--- src/design/pdm_pkg.sv ---
// Package for the PWM period and duty meter.
// Holds the shared types, the sequencer states and the field constants.
// No dependencies.
package pdm_pkg;

  localparam int unsigned CountWidthDef = 16;
  localparam int unsigned RateW         = 24;
  localparam int unsigned FieldW        = 16;
  localparam int unsigned DutyW         = 7;
  localparam int unsigned DutyScale     = 100;
  localparam logic [23:0] RateResetVal  = 24'd250000;

  // Status of one captured tick, handed from the capture logic to the sequencer.
  typedef struct packed {
    logic emit;   // the tick produces a result
    logic mark;   // measurement valid mark after this tick
    logic zero;   // numeric results are all zero
  } cap_t;

  typedef enum logic [2:0] {
    ST_IDLE,
    ST_DUTY_GO,
    ST_DUTY_RUN,
    ST_FREQ_GO,
    ST_FREQ_RUN,
    ST_OUT
  } seq_state_e;

endpackage

--- src/design/pdm_capture.sv ---
// Tick counter and edge capture of the PWM period and duty meter.
// Depends on pdm_pkg for the capture status struct.
module pdm_capture #(
  parameter int unsigned COUNT_WIDTH = pdm_pkg::CountWidthDef
) (
  input  logic                   clk_i,
  input  logic                   rst_ni,
  input  logic                   step_i,
  input  logic                   level_i,
  output pdm_pkg::cap_t          cap_o,
  output logic [COUNT_WIDTH-1:0] high_o,
  output logic [COUNT_WIDTH-1:0] period_o
);
  import pdm_pkg::*;

  logic [COUNT_WIDTH-1:0] tick_q, tick_d, cnt_inc;
  logic [COUNT_WIDTH-1:0] held_q, held_d;
  logic                   expect_q, expect_d;
  logic                   last_q;
  logic                   mark_q, mark_d;
  logic                   wrapped, take_rise, take_fall;

  always_comb begin
    cnt_inc   = tick_q + COUNT_WIDTH'(1);
    wrapped   = (cnt_inc == '0);
    take_rise = !expect_q && level_i && !last_q;
    take_fall = expect_q && !level_i && last_q;

    // A rising edge wins over a wrap on the same tick.
    if (take_rise) begin
      mark_d = 1'b1;
    end else if (wrapped) begin
      mark_d = 1'b0;
    end else begin
      mark_d = mark_q;
    end

    tick_d   = take_rise ? '0 : cnt_inc;
    held_d   = take_fall ? cnt_inc : held_q;
    expect_d = take_rise ? 1'b1 : (take_fall ? 1'b0 : expect_q);

    period_o   = take_rise ? cnt_inc : '0;
    high_o     = take_rise ? held_q : '0;
    cap_o.emit = wrapped || take_rise;
    cap_o.mark = mark_d;
    cap_o.zero = !mark_d || (period_o == '0);
  end

  always_ff @(posedge clk_i or negedge rst_ni) begin
    if (!rst_ni) begin
      tick_q   <= '0;
      held_q   <= '0;
      expect_q <= 1'b0;
      last_q   <= 1'b0;
      mark_q   <= 1'b0;
    end else if (step_i) begin
      tick_q   <= tick_d;
      held_q   <= held_d;
      expect_q <= expect_d;
      last_q   <= level_i;
      mark_q   <= mark_d;
    end
  end

endmodule

--- src/design/pdm_div.sv ---
// Shared restoring divider of the PWM period and duty meter, one quotient bit per cycle.
// Depends on pdm_pkg only through the common import convention.
module pdm_div #(
  parameter int unsigned NUM_W = 24,
  parameter int unsigned DEN_W = 16
) (
  input  logic             clk_i,
  input  logic             rst_ni,
  input  logic             start_i,
  input  logic [NUM_W-1:0] num_i,
  input  logic [DEN_W-1:0] den_i,
  output logic             busy_o,
  output logic             done_o,
  output logic [NUM_W-1:0] quot_o
);
  import pdm_pkg::*;

  localparam int unsigned CntW = $clog2(NUM_W + 1);

  logic [CntW-1:0]  cnt_q;
  logic             done_q;
  logic [DEN_W-1:0] rem_q, rem_d, den_q;
  logic [NUM_W-1:0] quo_q;
  logic [DEN_W:0]   trial, diff;
  logic             ge;

  always_comb begin
    trial = {rem_q, quo_q[NUM_W-1]};
    diff  = trial - {1'b0, den_q};
    ge    = (trial >= {1'b0, den_q});
    rem_d = ge ? diff[DEN_W-1:0] : trial[DEN_W-1:0];
  end

  assign busy_o = (cnt_q != '0);
  assign done_o = done_q;
  assign quot_o = quo_q;

  always_ff @(posedge clk_i or negedge rst_ni) begin
    if (!rst_ni) begin
      cnt_q  <= '0;
      done_q <= 1'b0;
    end else begin
      done_q <= busy_o && (cnt_q == CntW'(1));
      if (start_i) begin
        cnt_q <= CntW'(NUM_W);
      end else if (busy_o) begin
        cnt_q <= cnt_q - CntW'(1);
      end
    end
  end

  // The numerator shifts out at the top while quotient bits shift in at the bottom.
  always_ff @(posedge clk_i) begin
    if (start_i) begin
      rem_q <= '0;
      den_q <= den_i;
      quo_q <= num_i;
    end else if (busy_o) begin
      rem_q <= rem_d;
      quo_q <= {quo_q[NUM_W-2:0], ge};
    end
  end

endmodule

--- src/design/pwm_period_duty_meter.sv ---
// Top level of the PWM period and duty meter: sequencer, configuration and output register.
// Depends on pdm_pkg, pdm_capture and pdm_div.
//
// Usage: each transfer on the input channel is one timer tick with the sampled
// signal level. A free-running counter of COUNT_WIDTH bits measures the signal;
// a falling edge captures the high time, the next rising edge captures the
// period and restarts the counter. On a rising edge or a counter wrap one
// result is sent on the output channel: valid mark, high time, period, duty in
// percent and frequency (tick rate / period). A tick without a result keeps
// input ready high. A tick whose result is all zero (a wrap or a zero period)
// skips the divisions and goes straight to the output state. Any other result
// runs two divisions, in the duty and then the frequency states, on one shared
// bit-serial divider of NUM_W = max(COUNT_WIDTH + 7, 24) steps each, then goes
// to the output state. In both cases input ready returns when the result is
// loaded. While the receiver stalls, ticks that give no result are still taken;
// a tick that gives one waits at the end of its computation until the output
// register is free. Reset clears the counter and the edge state, empties the
// output register and sets the tick rate to 250000. The tick rate is written
// through cfg_we_i / cfg_wdata_i; the user must write it only while idle, the block does not enforce this.
module pwm_period_duty_meter #(
  parameter int unsigned COUNT_WIDTH = pdm_pkg::CountWidthDef
) (
  input  logic                            clk_i,
  input  logic                            rst_ni,
  input  logic                            cfg_we_i,
  input  logic [pdm_pkg::RateW-1:0]       cfg_wdata_i,
  input  logic                            in_valid_i,
  output logic                            in_ready_o,
  input  logic                            signal_level_i,
  output logic                            out_valid_o,
  input  logic                            out_ready_i,
  output logic                            measure_valid_o,
  output logic [pdm_pkg::FieldW-1:0]      high_ticks_o,
  output logic [pdm_pkg::FieldW-1:0]      period_ticks_o,
  output logic [pdm_pkg::DutyW-1:0]       duty_percent_o,
  output logic [pdm_pkg::RateW-1:0]       frequency_hz_o
);
  import pdm_pkg::*;

  localparam int unsigned NumW = (COUNT_WIDTH + DutyW > RateW) ? COUNT_WIDTH + DutyW : RateW;

  seq_state_e             state_q, state_d;
  logic [RateW-1:0]       rate_q;
  cap_t                   cap;
  logic [COUNT_WIDTH-1:0] cap_high, cap_period;
  logic                   in_xfer, out_xfer, load_out;

  logic                   mark_q;
  logic [COUNT_WIDTH-1:0] high_q, period_q;
  logic [DutyW-1:0]       duty_q;
  logic [RateW-1:0]       freq_q;
  logic [FieldW-1:0]      high_sat, period_sat;

  logic                   out_valid_q;
  logic                   out_mark_q;
  logic [FieldW-1:0]      out_high_q, out_period_q;
  logic [DutyW-1:0]       out_duty_q;
  logic [RateW-1:0]       out_freq_q;

  logic                   div_start, div_busy, div_done;
  logic [NumW-1:0]        div_num, div_quot;

  assign in_ready_o = (state_q == ST_IDLE);
  assign in_xfer    = in_valid_i && in_ready_o;
  assign out_xfer   = out_valid_q && out_ready_i;

  pdm_capture #(
    .COUNT_WIDTH(COUNT_WIDTH)
  ) u_capture (
    .clk_i   (clk_i),
    .rst_ni  (rst_ni),
    .step_i  (in_xfer),
    .level_i (signal_level_i),
    .cap_o   (cap),
    .high_o  (cap_high),
    .period_o(cap_period)
  );

  pdm_div #(
    .NUM_W(NumW),
    .DEN_W(COUNT_WIDTH)
  ) u_div (
    .clk_i  (clk_i),
    .rst_ni (rst_ni),
    .start_i(div_start),
    .num_i  (div_num),
    .den_i  (period_q),
    .busy_o (div_busy),
    .done_o (div_done),
    .quot_o (div_quot)
  );

  always_comb begin
    state_d   = state_q;
    div_start = 1'b0;
    div_num   = NumW'(rate_q);
    load_out  = 1'b0;
    case (state_q)
      ST_IDLE: begin
        if (in_xfer && cap.emit) begin
          state_d = cap.zero ? ST_OUT : ST_DUTY_GO;
        end
      end
      ST_DUTY_GO: begin
        div_start = 1'b1;
        div_num   = NumW'(high_q) * NumW'(DutyScale);
        state_d   = ST_DUTY_RUN;
      end
      ST_DUTY_RUN: begin
        if (div_done) begin
          state_d = ST_FREQ_GO;
        end
      end
      ST_FREQ_GO: begin
        div_start = 1'b1;
        state_d   = ST_FREQ_RUN;
      end
      ST_FREQ_RUN: begin
        if (div_done) begin
          state_d = ST_OUT;
        end
      end
      ST_OUT: begin
        if (!out_valid_q || out_ready_i) begin
          load_out = 1'b1;
          state_d  = ST_IDLE;
        end
      end
      default: begin
        state_d = ST_IDLE;
      end
    endcase
  end

  always_ff @(posedge clk_i or negedge rst_ni) begin
    if (!rst_ni) begin
      state_q     <= ST_IDLE;
      rate_q      <= RateResetVal;
      out_valid_q <= 1'b0;
    end else begin
      state_q <= state_d;
      if (cfg_we_i) begin
        rate_q <= cfg_wdata_i;
      end
      if (load_out) begin
        out_valid_q <= 1'b1;
      end else if (out_xfer) begin
        out_valid_q <= 1'b0;
      end
    end
  end

  // Job registers: counts are cleared here when the results must read as zero.
  always_ff @(posedge clk_i) begin
    if (in_xfer && cap.emit) begin
      mark_q   <= cap.mark;
      high_q   <= cap.zero ? '0 : cap_high;
      period_q <= cap.zero ? '0 : cap_period;
      duty_q   <= '0;
      freq_q   <= '0;
    end
    if (state_q == ST_DUTY_RUN && div_done) begin
      // A high time not below the period saturates the duty at full scale.
      duty_q <= (high_q >= period_q) ? DutyW'(DutyScale) : div_quot[DutyW-1:0];
    end
    if (state_q == ST_FREQ_RUN && div_done) begin
      freq_q <= div_quot[RateW-1:0];
    end
  end

  if (COUNT_WIDTH > FieldW) begin : g_sat
    assign high_sat   = (|high_q[COUNT_WIDTH-1:FieldW]) ? '1 : high_q[FieldW-1:0];
    assign period_sat = (|period_q[COUNT_WIDTH-1:FieldW]) ? '1 : period_q[FieldW-1:0];
  end else begin : g_ext
    assign high_sat   = FieldW'(high_q);
    assign period_sat = FieldW'(period_q);
  end

  always_ff @(posedge clk_i) begin
    if (load_out) begin
      out_mark_q   <= mark_q;
      out_high_q   <= high_sat;
      out_period_q <= period_sat;
      out_duty_q   <= duty_q;
      out_freq_q   <= freq_q;
    end
  end

  assign out_valid_o     = out_valid_q;
  assign measure_valid_o = out_mark_q;
  assign high_ticks_o    = out_high_q;
  assign period_ticks_o  = out_period_q;
  assign duty_percent_o  = out_duty_q;
  assign frequency_hz_o  = out_freq_q;

`ifndef SYNTHESIS
  a_duty_range: assert property (@(posedge clk_i) disable iff (!rst_ni)
    out_valid_o |-> duty_percent_o <= DutyW'(DutyScale))
    else $error("duty above full scale");

  a_invalid_zero: assert property (@(posedge clk_i) disable iff (!rst_ni)
    (out_valid_o && !measure_valid_o) |->
      (high_ticks_o == '0 && period_ticks_o == '0 && duty_percent_o == '0 &&
       frequency_hz_o == '0))
    else $error("invalid measurement with nonzero results");

  a_zero_period: assert property (@(posedge clk_i) disable iff (!rst_ni)
    (out_valid_o && period_ticks_o == '0) |->
      (high_ticks_o == '0 && duty_percent_o == '0 && frequency_hz_o == '0))
    else $error("zero period with nonzero results");

  a_div_idle_start: assert property (@(posedge clk_i) disable iff (!rst_ni)
    div_start |-> !div_busy)
    else $error("divider started while busy");

  a_div_nonzero: assert property (@(posedge clk_i) disable iff (!rst_ni)
    div_start |-> period_q != '0)
    else $error("division by a zero period");
`endif

endmodule
--- config.mk ---
export PLATFORM = sky130hd
export DESIGN_NAME = pwm_period_duty_meter
export DESIGN_NICKNAME = d
export VERILOG_FILES = /design/src/design/pdm_pkg.sv /design/src/design/pdm_capture.sv /design/src/design/pdm_div.sv /design/src/design/pwm_period_duty_meter.sv
export SDC_FILE = /design/constraint.sdc
export NUM_CORES = 1
export LEC_CHECK = 0
export ABC_AREA = 0
export BUFFER_PORTS_ARGS = -buffer_cell sky130_fd_sc_hd__buf_2
export CAP_MARGIN = 20
export CELL_PAD_IN_SITES_DETAIL_PLACEMENT = 1
export CELL_PAD_IN_SITES_GLOBAL_PLACEMENT = 2
export CORE_UTILIZATION = 42
export CTS_BUF_LIST = sky130_fd_sc_hd__clkbuf_8
export DETAILED_ROUTE_END_ITERATION = 8
export PLACE_DENSITY_LB_ADDON = 0.15
export RECOVER_POWER = 100
export SYNTH_ARGS = -nofsm -noshare
export SYNTH_HDL_FRONTEND = slang
export SYNTH_SLANG_ARGS = --single-unit
--- constraint.sdc ---
create_clock -name clk_i -period 4.9 [get_ports clk_i]
set_input_delay 0.49 -clock clk_i [delete_from_list [all_inputs] [get_ports clk_i]]
set_output_delay 0.49 -clock clk_i [all_outputs]
set_load 0.005 [all_outputs]
# Yosys cells after proc, flatten, opt, wreduce, memory -nomap -nowiden
# Cells that the tools add are included.
classes:
  magnitude_cmp: 2
  bitwise_logic: 1
  reduce_logical: 32
  eq_ne: 10
  n_addsub: 3
  n_mul: 1
  n_mux: 28
ops:
  columns: ["op", "count"]
  rows:
  - ["24-bit 2-to-1 mux", 5]
  - ["16-bit 2-to-1 mux", 3]
  - ["16-bit logical NOT", 2]
  - ["16-bit by 5-bit multiplier with 21-bit output, second input constant", 1]
  - ["7-bit 2-to-1 mux", 3]
  - ["3-bit case mux with 6 select lines", 1]
  - ["17-bit by 16-bit >= comparator with 1-bit output", 1]
  - ["16-bit by 1-bit adder with 16-bit output, second input constant", 1]
  - ["16-bit >= comparator", 1]
  - ["16-bit subtractor", 1]
  - ["3-bit 2-to-1 mux", 5]
  - ["1-bit logical AND", 10]
  - ["5-bit 2-to-1 mux", 2]
  - ["2-bit nonzero test", 5]
  - ["1-bit 2-to-1 mux", 9]
  - ["3-bit by 2-bit == test with 1-bit output, second input constant", 2]
  - ["3-bit == test, second input constant", 2]
  - ["2-bit by 1-bit != test with 1-bit output, second input constant", 3]
  - ["5-bit by 1-bit == test with 1-bit output, second input constant", 1]
  - ["1-bit logical NOT", 5]
  - ["5-bit nonzero test", 1]
  - ["5-bit by 1-bit subtractor with 5-bit output, second input constant", 1]
  - ["2-bit AND reduction", 2]
  - ["4-bit AND reduction", 1]
  - ["6 further kinds", 9]
totals:
  register_bits: 253
  input_bits: 30
  output_inout_bits: 66

# Depth between registers and ports, before layout
# Gate-level depths: netlist (run 1).
depth:
  ltp_word: 9
  mapped_depth: 14
  mapped_depth_nobuf: 14

# Modules after synthesis
# From an unflattened synthesis (run 1), not the netlist that was laid out.
hier_totals:
  cells_unflattened: 1157
  hier_area_um2: 13374.1
modules_own_cells:
  columns: ["mod", "area_per_inst_um2", "cells_each", "seq_area_each_um2", "n_inst"]
  rows:
  - ["pwm_period_duty_meter", 7828.8, 618, 4553.1, 1]
  - ["pdm_div", 3326.9, 295, 1671.6, 1]
  - ["pdm_capture", 2218.4, 244, 875.8, 1]

# Worst setup path after synthesis (run 1)
# Ideal clock, no wire load.
synth_path:
  path_type: "register to register"
  startpoint: "reg state_q[0]"
  endpoint: "reg out_duty_q[0] (netlist: duty_percent_o[0]), enable pin"
  arrival_ns: 3.496
  setup_ns: 0.486
  setup_slack_ns: 0.918
  path_stages_with_launch: 5
  n_path_buf: 1
  path_cell_list: "dfrtp_1 clkbuf_1 nor2b_1 nand2_1 nor2_1"
synth_via:
  elab_chain_len: 2
synth_rtl:
  columns: ["item", "line_no", "source"]
  rows:
  - ["start: declaration", "pwm_period_duty_meter.sv:42", "seq_state_e state_q, state_d;"]
  - ["start signal: assignment", "pwm_period_duty_meter.sv:141", "state_q <= state_d;"]
  - ["3-bit == test", "pwm_period_duty_meter.sv:98", "case (state_q)"]
  - ["1-bit 2-to-1 mux", "pwm_period_duty_meter.sv:98", null]
  - ["named net load_out", "pwm_period_duty_meter.sv:46", "logic in_xfer, out_xfer, load_out;"]
  - ["end signal: assignment", "pwm_period_duty_meter.sv:184", "out_duty_q <= duty_q;"]
  - ["end: declaration", "pwm_period_duty_meter.sv:57", "logic [DutyW-1:0] out_duty_q;"]
# The timed path passes the listed nets, and every way through them passes these cells.
# A chain may end at the register's enable or synchronous reset.

# Worst setup path in the final report (run 1)
layout_path:
  startpoint: "reg high_q[8]"
  endpoint: "reg u_div.quo_q[21] (netlist: u_div.quot_o[21]) (data pin)"
layout_via:
  elab_chain_len: 3
layout_rtl:
  columns: ["item", "line_no", "source"]
  rows:
  - ["start: declaration", "pwm_period_duty_meter.sv:49", "logic [COUNT_WIDTH-1:0] high_q, period_q;"]
  - ["start signal: assignment", "pwm_period_duty_meter.sv:157", "high_q <= cap.zero ? '0 : cap_high;"]
  - ["16-bit by 5-bit multiplier with 21-bit output", "pwm_period_duty_meter.sv:106", "div_num = NumW'(high_q) * NumW'(DutyScale);"]
  - ["24-bit 2-to-1 mux", "pwm_period_duty_meter.sv:98", null]
  - ["24-bit 2-to-1 mux", "pdm_div.sv:54", "if (start_i) begin"]
  - ["end signal: assignment", "pdm_div.sv:57", "quo_q <= num_i;"]
  - ["end signal: assignment", "pdm_div.sv:60", "quo_q <= {quo_q[NUM_W-2:0], ge};"]
  - ["end: declaration", "pdm_div.sv:23", "logic [NUM_W-1:0] quo_q;"]
# No other way between the ends.

==> results of run 1 <==
-- path summary, 6_finish.rpt --
path                       slack [ns]          endpoint
min reg2reg                      0.41   measure_valid_o
min                              0.16        rate_q[13]
max                              0.54  u_div.quot_o[21]
max in group asynchronous        1.24        state_q[2]
max reg2reg                      0.54  u_div.quot_o[21]
min in group asynchronous        0.57      u_div.done_o
-- cell usage in the layout (no fill, tap or decap), types with 11 or more instances in the layout --
master    count
dfxtp_1      16
a31oi_1      15
clkbuf_1     49
dfrtp_1      62
xor2_1       15
mux2_2       26
ha_1         89
o21a_1       21
edfxtp_1    168
nor3_1       14
inv_1       108
nand3_1      22
xnor2_1      24
clkbuf_8     45
fa_1         12
a21oi_1      54
nand2_1      93
clkinv_1     11
buf_2        58
and2_0       35
o21ai_0      70
nor2_1       84
-- area by class of cell --
cell class	count	area, µm²	share of cell area
inverter	94	353	0.0249
clock inverter	37	190	0.0134
sequential	253	7100	0.500
tap	390	488	0.0344
multi-input combinational	701	4920	0.347
timing repair buffer	113	518	0.0365
clock buffer	45	619	0.0436
-- state kept, by name, summed over array words and instances, names as in the netlist, 3 cells and up --
signal and flops:
u_div.cnt_q 5, u_div.den_q 16, duty_q 7, period_q 16, high_ticks_o 16, period_ticks_o 16, high_q 16, u_div.rem_q 16
duty_percent_o 7, u_capture.tick_q 16, frequency_hz_o 24, u_div.quot_o 24, rate_q 24, freq_q 24, state_q 3, u_capture.held_q 16
-- synth_stat cells (all sizes together) (4+ instances only) --
cell	number
nand4	8
a21oi	54
dfstp	7
xnor2	24
nor2b	4
or3	9
nand3	22
ha	89
nand2	93
dfxtp	16
o31a	5
nor4	6
nand3b	4
a21o	9
nand2b	6
dfrtp	62
mux2	28
nor3	15
edfxtp	168
and2	39
mux2i	9
a31oi	15
clkbuf	32
xor2	15
a211oi	10
nor2	84
fa	12
o31ai	8
o21a	21
o311ai	4
buf	13
inv	94
o21ai	72
-- through the flow --
step / worst slack [ns] / power, W / hold WS, ns / instance area (µm²) / cells
floorplan: 0.918 / 0.00291 / 0.194 / 12600 / 1093
global placement: 0.837 / 0.00304 / 0.403 / 13500 / 1547
detailed placement: 0.741 / 0.00306 / 0.406 / 13500 / 1547
CTS: 0.704 / 0.00488 / 0.0638 / 14300 / 1629
global route: 0.293 / 0.00504 / 0.135 / 14200 / 1633
finish: 0.536 / 0.00481 / 0.160 / 14200 / 1633
-- report_power, final --
group,switching [W],internal [W]
clock network,0.000888,0.000916
logic,0.000309,0.000238
registers,0.0000796,0.00238
total,0.00128,0.00353
-- routing by layer --
layer,wire length [µm],global-route usage,part of all wire
met2,14700,0.341,0.47
met4,610,0.0536,0.019
met1,14900,0.290,0.47
met5,0,0,0
met3,1320,0.0355,0.042
-- cell families after synthesis --
logic type	Yosys count
xor+xnor	39
fa+ha+maj	101
buf+inv	139
flops	253
mux	37
compound gates	222
simple gates	302
-- worst register-to-register path, cell delays in order, from the launching register on --
cell and delay, ns:
edfxtp_1 0.48, ha_1 0.34, ha_1 0.28, inv_1 0.05, fa_1 0.50, inv_1 0.05
ha_1 0.36, and2_0 0.20, a311oi_1 0.23, o21ai_0 0.25, o311ai_0 0.56, o21ai_0 0.26
a31oi_1 0.25, mux2i_1 0.21, nand3_1 0.09
==> key figures, run 1 <==
Timing
  – Hold Vio Cnt, Final: 0
  – Max-slew headroom: -0.563
  – Final setup viols: 0
  – Final Skew: 0.0175 ns
  – Final period util: 0.891
  – FMAX: 0.229 GHz
  – Tightest Pin Transition: 2.35 ns
  – Setup TNS after final layout: 0 ns
  – Min Tclk post-route: 4.36 ns
  – RSZ-0062 raised after global routing: false
  – Slew Limit Fails: 210

Global route
  – Global-route wire length before repair: 49,500 µm
  – Largest net degree at the start of global routing: 49
  – Initial antenna violation count: 0
  – GRT Total Usage: 0.210
  – Vias in the first global route: 8,895
  – Total grt overflow: 0

Logic synthesis
  – Synth cell types: 71
  – Share of the synthesized area in the top cell type: 0.399
  – Synthesized area: 12,600 µm²
  – Yosys top cell by area: edfxtp_1
  – Adder-cell share of the synthesized area: 0.107
  – Yosys reg bits: 253
  – Synth Area in Simple Gates: 0.118
  – Number of enable flip-flop cells after synthesis: 168
  – Ys Warns: 0
  – Synth Area in Compound Gates: 0.110
  – Largest cells by area after synthesis: edfxtp_1 40%, dfrtp_1 12%, ha_1 8.8%
  – XOR/XNOR Fraction of Synth Area: 0.0270
  – Top FF cell, synth: edfxtp_1
  – Async SR Flop Fraction: 0.273
  – Mux share of post-synthesis cell area: 0.0327
  – Syn nets: 1,224
  – Mean Syn Cell Area: 11.6 µm²
  – Main combinational cell family by area after synthesis: simple AND/OR/NAND/NOR gates
  – Register area share after synthesis: 0.562
  – Post-Synthesis Cells: 1,093

Die
  – Die width: 175 µm
  – Chip height: 175 µm
  – Row count: 63
  – Ports: 96
  – Die area: 30,800 µm²
  – Starting Density: 0.426
  – Core footprint: 29,600 µm²

Route
  – Via density: 5.25
  – DRT antenna net count: 0
  – Pre-antenna DRT Iters: 4
  – Vias after detailed routing: 8,574
  – Drt drc: 0
  – Drt initial violations: 381
  – DR WL/cell: 19.3 µm
  – DRT Wirelength: 31,600 µm

Worst setup path
  – Bufs and invs on worst path: 2
  – Largest stage delay, worst path: 0.56 ns
  – CP max stage cell: o311ai_0
  – CP cell instances: ha_1 -> ha_1 -> inv_1 -> fa_1 -> inv_1 -> ha_1 -> and2_0 -> a311oi_1 -> o21ai_0 -> o311ai_0 -> o21ai_0 -> a31oi_1 -> mux2i_1 -> nand3_1
  – Critical path startpoint category: flop
  – CP Max Fanout: 5
  – R2r startpoint: high_q[8]
  – Req. time, crit path: 5.20 ns
  – Endpoint type of the worst setup path: flop
  – CP Class: flop to flop
  – Reg2reg path depth: 14
  – Crit path launch: high_q[8]
  – Critical Path Most Common Cell: ha_1
  – WP data arrival: 4.66 ns
  – Kind of cell adding the most delay to the critical path: compound AO/OA/AOI/OAI gates
  – Crit. path cell count: 14

Job
  – Max Cap Viol: 7

Cells and area
  – Final nets: 1,338
  – ANT cells: 0
  – Fillers: 3,283
  – Layout area overhead: 12.3%
  – Share of post-route cells with drive strength above 1: 0.129
  – Final core utilization: 0.479

Status
  – Failing checks: capacitance limit, slew limit
  – Status: finished, violations left

Clock network
  – Clock Pin Slew Worst Setup and Hold Paths: 0.06 ns
  – Clk sink count: 253
  – CTS H-tree lvls: 2
  – CTS Buffer Depth: 3
  – Post-CTS Resized: 0
  – CTS tree: done
  – CTS root buf: clkbuf_8
  – CTS Buf Count: 44
  – Post CTS Setup Buffer Count: 0
  – Clock Latency Late Sink: 0.57 ns
  – Hold-fix buffers, CTS: 0

Pwr
  – Power Density: 339 nW/µm²
  – Leakage: 5.97 nW
  – Peak supply drop: 0.181 mV

Place
  – Routability congestion estimate: 0.795
  – HPWL Detailed: 22,900 µm
  – PortBufs: 95

Min path
  – Hold_sp: cfg_wdata_i[13]
  – Hold path depth: 2
  – Hold Crit Class: input port to flop
(Power assumes the default switching activity.)
==> inputs of run 2 (changes only) <==
--- a/config.mk
+++ b/config.mk
@@ -10,6 +10,7 @@
 export CAP_MARGIN = 20
 export CELL_PAD_IN_SITES_DETAIL_PLACEMENT = 1
 export CELL_PAD_IN_SITES_GLOBAL_PLACEMENT = 2
+export CORE_ASPECT_RATIO = 0.9
 export CORE_UTILIZATION = 42
 export CTS_BUF_LIST = sky130_fd_sc_hd__clkbuf_8
 export DETAILED_ROUTE_END_ITERATION = 8
==> run 2 against run 1 <==
Against the previous run:
- the flow still finishes with violations (capacitance limit, slew limit)
- highest routed layer unchanged
- final area rose by 0.16%
- core utilization grew 0.74 points
- maximum frequency down 0.44%
- critical path type unchanged
- global-route usage grew 0.29 points
- hold slack improved by 0.0052 ns
- via count is 0.14% higher
- combinational power hardly changed
- largest power group unchanged
- non-clock buffer count down 3
- setup slack got worse by 0.019 ns
- sequential power about the same
- sequential share of layout area down 0.079 points
- total power up 0.53%
- largest cell class unchanged
==> key figures, run 2 (synthesis gave the netlist of run 1 again) <==
Clock network
  – Clk sink count: 253
  – CTS Buffer Depth: 3
  – CTS root buf: clkbuf_8
  – Clock Pin Slew Worst Setup and Hold Paths: 0.07 ns
  – Clock Latency Late Sink: 0.56 ns
  – CTS Buf Count: 43
  – CTS tree: done
  – CTS H-tree lvls: 2

Route
  – Drt initial violations: 311
  – Vias after detailed routing: 8,586
  – Drt drc: 0
  – Via density: 5.25
  – DRT Wirelength: 32,100 µm
  – DRT antenna net count: 0
  – Pre-antenna DRT Iters: 4
  – DR WL/cell: 19.7 µm

Worst setup path
  – Critical path startpoint category: flop
  – R2R setup slack: 0.52 ns
  – Kind of cell adding the most delay to the critical path: compound AO/OA/AOI/OAI gates
  – Req. time, crit path: 5.20 ns
  – Reg2reg path depth: 14
  – Bufs and invs on worst path: 2
  – CP cell instances: ha_1 -> ha_1 -> inv_1 -> fa_1 -> inv_1 -> ha_1 -> and2_0 -> a311oi_1 -> o21ai_0 -> o311ai_0 -> o21ai_0 -> a31oi_1 -> mux2i_1 -> nand3_1
  – Largest stage delay, worst path: 0.53 ns
  – Critical Path Most Common Cell: ha_1
  – CP Max Fanout: 5
  – Crit Reg-Reg Endpoint: u_div.quot_o[21]
  – Endpoint type of the worst setup path: flop
  – R2r startpoint: high_q[9]
  – CP Class: flop to flop
  – WP data arrival: 4.68 ns
  – CP max stage cell: o311ai_0

Die
  – Row count: 59
  – Core footprint: 29,200 µm²
  – Die width: 185 µm
  – Starting Density: 0.432
  – Die area: 30,800 µm²
  – Ports: 96
  – Chip height: 167 µm

Status
  – Failing checks: capacitance limit, slew limit
  – Status: finished, violations left

Timing
  – Final Skew: 0.0148 ns
  – Final setup viols: 0
  – Slew Limit Fails: 158
  – Setup TNS after final layout: 0 ns
  – Max-slew headroom: -0.531
  – RSZ-0062 raised after global routing: false
  – Tightest Pin Transition: 2.30 ns
  – Final worst slack: 0.517 ns
  – Min Tclk post-route: 4.38 ns
  – FMAX: 0.228 GHz
  – Final period util: 0.894
  – Hold Vio Cnt, Final: 0

Pwr
  – Final Power: 0.00483 W
  – Peak supply drop: 0.171 mV
  – Power Density: 340 nW/µm²
  – Leakage: 6.00 nW

Cells and area
  – Sequential cell area: 7100 µm²
  – Multi-input logic area: 4920 µm²
  – ANT cells: 0
  – Commonest non-fill, non-tap cell in the layout: edfxtp_1
  – Layout area overhead: 12.5%
  – Most frequent cells in the layout: 168 x edfxtp_1, 110 x inv_1, 93 x nand2_1, 89 x ha_1, 83 x nor2_1
  – Fillers: 3,234
  – Final nets: 1,334
  – Share of post-route cells with drive strength above 1: 0.135

Job
  – Max Cap Viol: 5

Place
  – Pre-CTS setup slack: 0.743 ns
  – Routability congestion estimate: 0.799
  – PortBufs: 95
  – HPWL Detailed: 23,400 µm

Global route
  – Total grt overflow: 0
  – Initial antenna violation count: 0
  – Vias in the first global route: 8,780
  – Global-route wire length before repair: 50,000 µm
  – GRT Total Usage: 0.212
  – Largest net degree at the start of global routing: 50

Min path
  – Hold path depth: 2
  – Hold_sp: cfg_wdata_i[13]
  – Worst Hold End: rate_q[13]
  – Hold Crit Class: input port to flop
## run 2: worst max-delay path by stage
stage	from	endpoint	slack, ns	cells past startpoint
after floorplan	state_q[0]	duty_percent_o[0]	0.92	4
after CTS	high_q[9]	u_div.quot_o[21]	0.71	14
after global placement	high_q[4]	u_div.quot_o[21]	0.82	14
after detailed placement	high_q[4]	u_div.quot_o[21]	0.74	14
final	high_q[9]	u_div.quot_o[21]	0.52	14
after global routing	high_q[9]	u_div.quot_o[21]	0.28	14
## run 2: area by class of cell
| class | count | share of cell area |
|---|---|---|
| Sequential cell | 253 | 0.499 |
| Multi-Input combinational cell | 701 | 0.346 |
| Clock buffer | 47 | 0.0455 |
| Timing Repair Buffer | 110 | 0.0366 |
| Tap cell | 396 | 0.0349 |
| Inverter | 94 | 0.0248 |
| Clock inverter | 33 | 0.0126 |
## run 2: power by group
part	internal [W]	switching [W]
Clock	0.000947	0.000885
Sequential	0.00238	0.0000775
Combinational	0.000235	0.000312
Total	0.00356	0.00127
## run 2: per-layer routing
layer,part of all wire,vias to the layer above,track usage
li1,-,4117,-
met1,0.49,4273,0.319
met3,0.046,44,0.0306
met5,0,-,0
met4,0.017,0,0.0503
met2,0.45,152,0.322
## run 2: through the flow
| step | hold WS (ns) | utilization | area (µm²) | instances |
|---|---|---|---|---|
| 6_report | 0.165 | 0.486 | 14200 | 1634 |
| 5_1_grt | 0.147 | 0.486 | 14200 | 1634 |
| 4_1_cts | 0.139 | 0.491 | 14400 | 1633 |
| 3_5_place_dp | 0.406 | 0.463 | 13500 | 1552 |
| 3_3_place_gp | 0.401 | 0.463 | 13500 | 1552 |
| 2_1_floorplan | 0.194 | - | 12600 | 1093 |
## run 2: what timing repair did
item	CTS	global route
gates resized for setup	0	0
buffers inserted	0	0
hold endpoints to repair	18	0
hold buffers	1	0
==> inputs of run 3 (changes only) <==
--- a/config.mk
+++ b/config.mk
@@ -16,6 +16,8 @@
 export DETAILED_ROUTE_END_ITERATION = 8
 export PLACE_DENSITY_LB_ADDON = 0.15
 export RECOVER_POWER = 100
+export REMOVE_ABC_BUFFERS = 1
 export SYNTH_ARGS = -nofsm -noshare
 export SYNTH_HDL_FRONTEND = slang
 export SYNTH_SLANG_ARGS = --single-unit
+export TNS_END_PERCENT = 10
==> run 3 against run 2 <==
Against the previous run:
- the flow still finishes with violations (capacitance limit, slew limit)
- clock power up 3%
- maximum frequency up 2.5%
- core utilization up 0.14 points
- final area up 0.28%
- via count down 1.0%
- clock-buffer cell count down 2
- sequential cell count unchanged
- sequential power about the same
- critical path type unchanged
- critical endpoint unchanged
- highest routed layer unchanged
==> key figures, run 3 (synthesis gave the netlist of run 1 again) <==
Status
  – Status: finished, violations left
  – Failing checks: capacitance limit, slew limit

Timing
  – Min Tclk post-route: 4.28 ns
  – Final Skew: 0.0197 ns
  – RSZ-0062 raised after global routing: false
  – Slew Limit Fails: 152
  – Setup TNS after final layout: 0 ns
  – Max-slew headroom: -0.765
  – FMAX: 0.234 GHz
  – Final period util: 0.873
  – Tightest Pin Transition: 2.65 ns
  – Final setup viols: 0
  – Hold Vio Cnt, Final: 0

Clock network
  – CTS tree: done
  – CTS H-tree lvls: 2
  – CTS Buffer Depth: 3
  – Clock Latency Late Sink: 0.56 ns
  – Clk sink count: 253
  – CTS root buf: clkbuf_8
  – Post CTS Setup Buffer Count: 0
  – Clock Pin Slew Worst Setup and Hold Paths: 0.06 ns
  – CTS Buf Count: 44

Cells and area
  – ANT cells: 0
  – Fillers: 3,221
  – Commonest non-fill, non-tap cell in the layout: edfxtp_1
  – Layout area overhead: 12.8%
  – Final nets: 1,335
  – Final Cell Area: 14,300 µm²
  – Share of post-route cells with drive strength above 1: 0.132
  – Final core utilization: 0.488
  – Most frequent cells in the layout: 168 x edfxtp_1, 109 x inv_1, 93 x nand2_1, 89 x ha_1, 83 x nor2_1

Place
  – Routability congestion estimate: 0.788
  – PortBufs: 95
  – HPWL Detailed: 22,200 µm
  – DP Area: 13,500 µm²

Pwr
  – Final Power: 0.00490 W
  – Peak supply drop: 0.219 mV
  – Power Density: 344 nW/µm²
  – Leakage: 5.98 nW

Route
  – DRT antenna net count: 0
  – Vias after detailed routing: 8,499
  – Via density: 5.20
  – DR WL/cell: 18.9 µm
  – DRT Wirelength: 30,900 µm
  – Drt drc: 0
  – Pre-antenna DRT Iters: 4
  – Drt initial violations: 429

Worst setup path
  – Req. time, crit path: 5.19 ns
  – WP data arrival: 4.57 ns
  – CP Class: flop to flop
  – R2r startpoint: high_q[8]
  – Reg2reg path depth: 14
  – CP Max Fanout: 5
  – Critical path startpoint category: flop
  – Endpoint type of the worst setup path: flop
  – Crit path launch: high_q[8]
  – Worst Setup EP: u_div.quot_o[21]
  – R2R setup slack: 0.62 ns
  – Crit Reg-Reg Endpoint: u_div.quot_o[21]

Global route
  – GRT Total Usage: 0.208
  – Largest net degree at the start of global routing: 65
  – Global-route wire length before repair: 49,300 µm
  – Total grt overflow: 0
  – Vias in the first global route: 8,787
  – Initial antenna violation count: 1

Job
  – Max Cap Viol: 4

Min path
  – Hold Crit Class: input port to flop

Die
  – Ports: 96
  – Core footprint: 29,200 µm²
  – Die area: 30,800 µm²
  – Starting Density: 0.432
  – Row count: 59
  – Die width: 185 µm
  – Chip height: 167 µm
[run 3: cell count changes in the layout (fill, tap and decap cells not counted), moves of 2 or more]
| cell | change |
|---|---|
| buf_2 | -9 |
| bufinv_16 | +2 |
| clkbuf_1 | +9 |
| clkbuf_8 | -2 |
| nand2b_1 | -2 |
| nor4_1 | -2 |
| nor4_2 | +2 |
| o21ai_0 | +2 |
| o21ai_1 | -2 |
[run 3: layer usage]
metal,GRT usage,share of wire
met1,0.304,0.50
met2,0.319,0.45
met3,0.0346,0.039
met4,0.0535,0.015
met5,0,0
[run 3: per-stage QoR]
step	worst slack, ns	hold slack, ns	cells
after floorplan	0.548	0.194	1048
after global placement	0.899	0.403	1552
after detailed placement	0.753	0.405	1552
after CTS	0.736	0.134	1632
after global routing	0.267	0.136	1633
final	0.623	0.168	1633
[run 3: power by group]
group | internal, W | switching [W] | leakage [nW] | total [W]
registers | 0.00238 | 0.0000801 | 2.45 | 0.00246
clock network | 0.00102 | 0.000872 | 0.494 | 0.00189
logic | 0.000241 | 0.000307 | 3.04 | 0.000548
[run 3: area by class of cell]
type / count / area [µm²] / share of cell area
Tap cell: 396 / 495 / 0.0348
Sequential cell: 253 / 7100 / 0.498
Multi-Input combinational cell: 701 / 4950 / 0.347
Clock buffer: 45 / 619 / 0.0434
Inverter: 94 / 353 / 0.0247
Timing Repair Buffer: 110 / 503 / 0.0353
Clock inverter: 34 / 231 / 0.0162
[run 3: timing repair]
action                                  CTS  global route
hold buffers                              1             0
gates resized for setup                   0             0
hold endpoints to repair                 17             0
endpoints found under the setup margin    0             0
[run 3: how the worst min path moves through the flow]
stage / startpoint / endpoint / slack, ns / cells after the start
final: cfg_wdata_i[19] / rate_q[19] / 0.17 / 2
after global routing: cfg_wdata_i[20] / rate_q[20] / 0.14 / 2
after CTS: cfg_wdata_i[19] / rate_q[19] / 0.13 / 2
after detailed placement: freq_q[15] / frequency_hz_o[15] / 0.41 / 0
after global placement: freq_q[18] / frequency_hz_o[18] / 0.40 / 0
after floorplan: rst_ni / out_valid_o / 0.19 / 0
[run 3: critical path, cell delays in order, from the launching register on]
cell and delay (ns):
edfxtp_1 0.47, ha_1 0.35, ha_1 0.28, inv_1 0.05, fa_1 0.51, inv_1 0.04
ha_1 0.35, and2_0 0.20, a311oi_1 0.23, o21ai_0 0.20, o311ai_0 0.51, o21ai_0 0.26
a31oi_1 0.25, mux2i_1 0.21, nand3_1 0.09
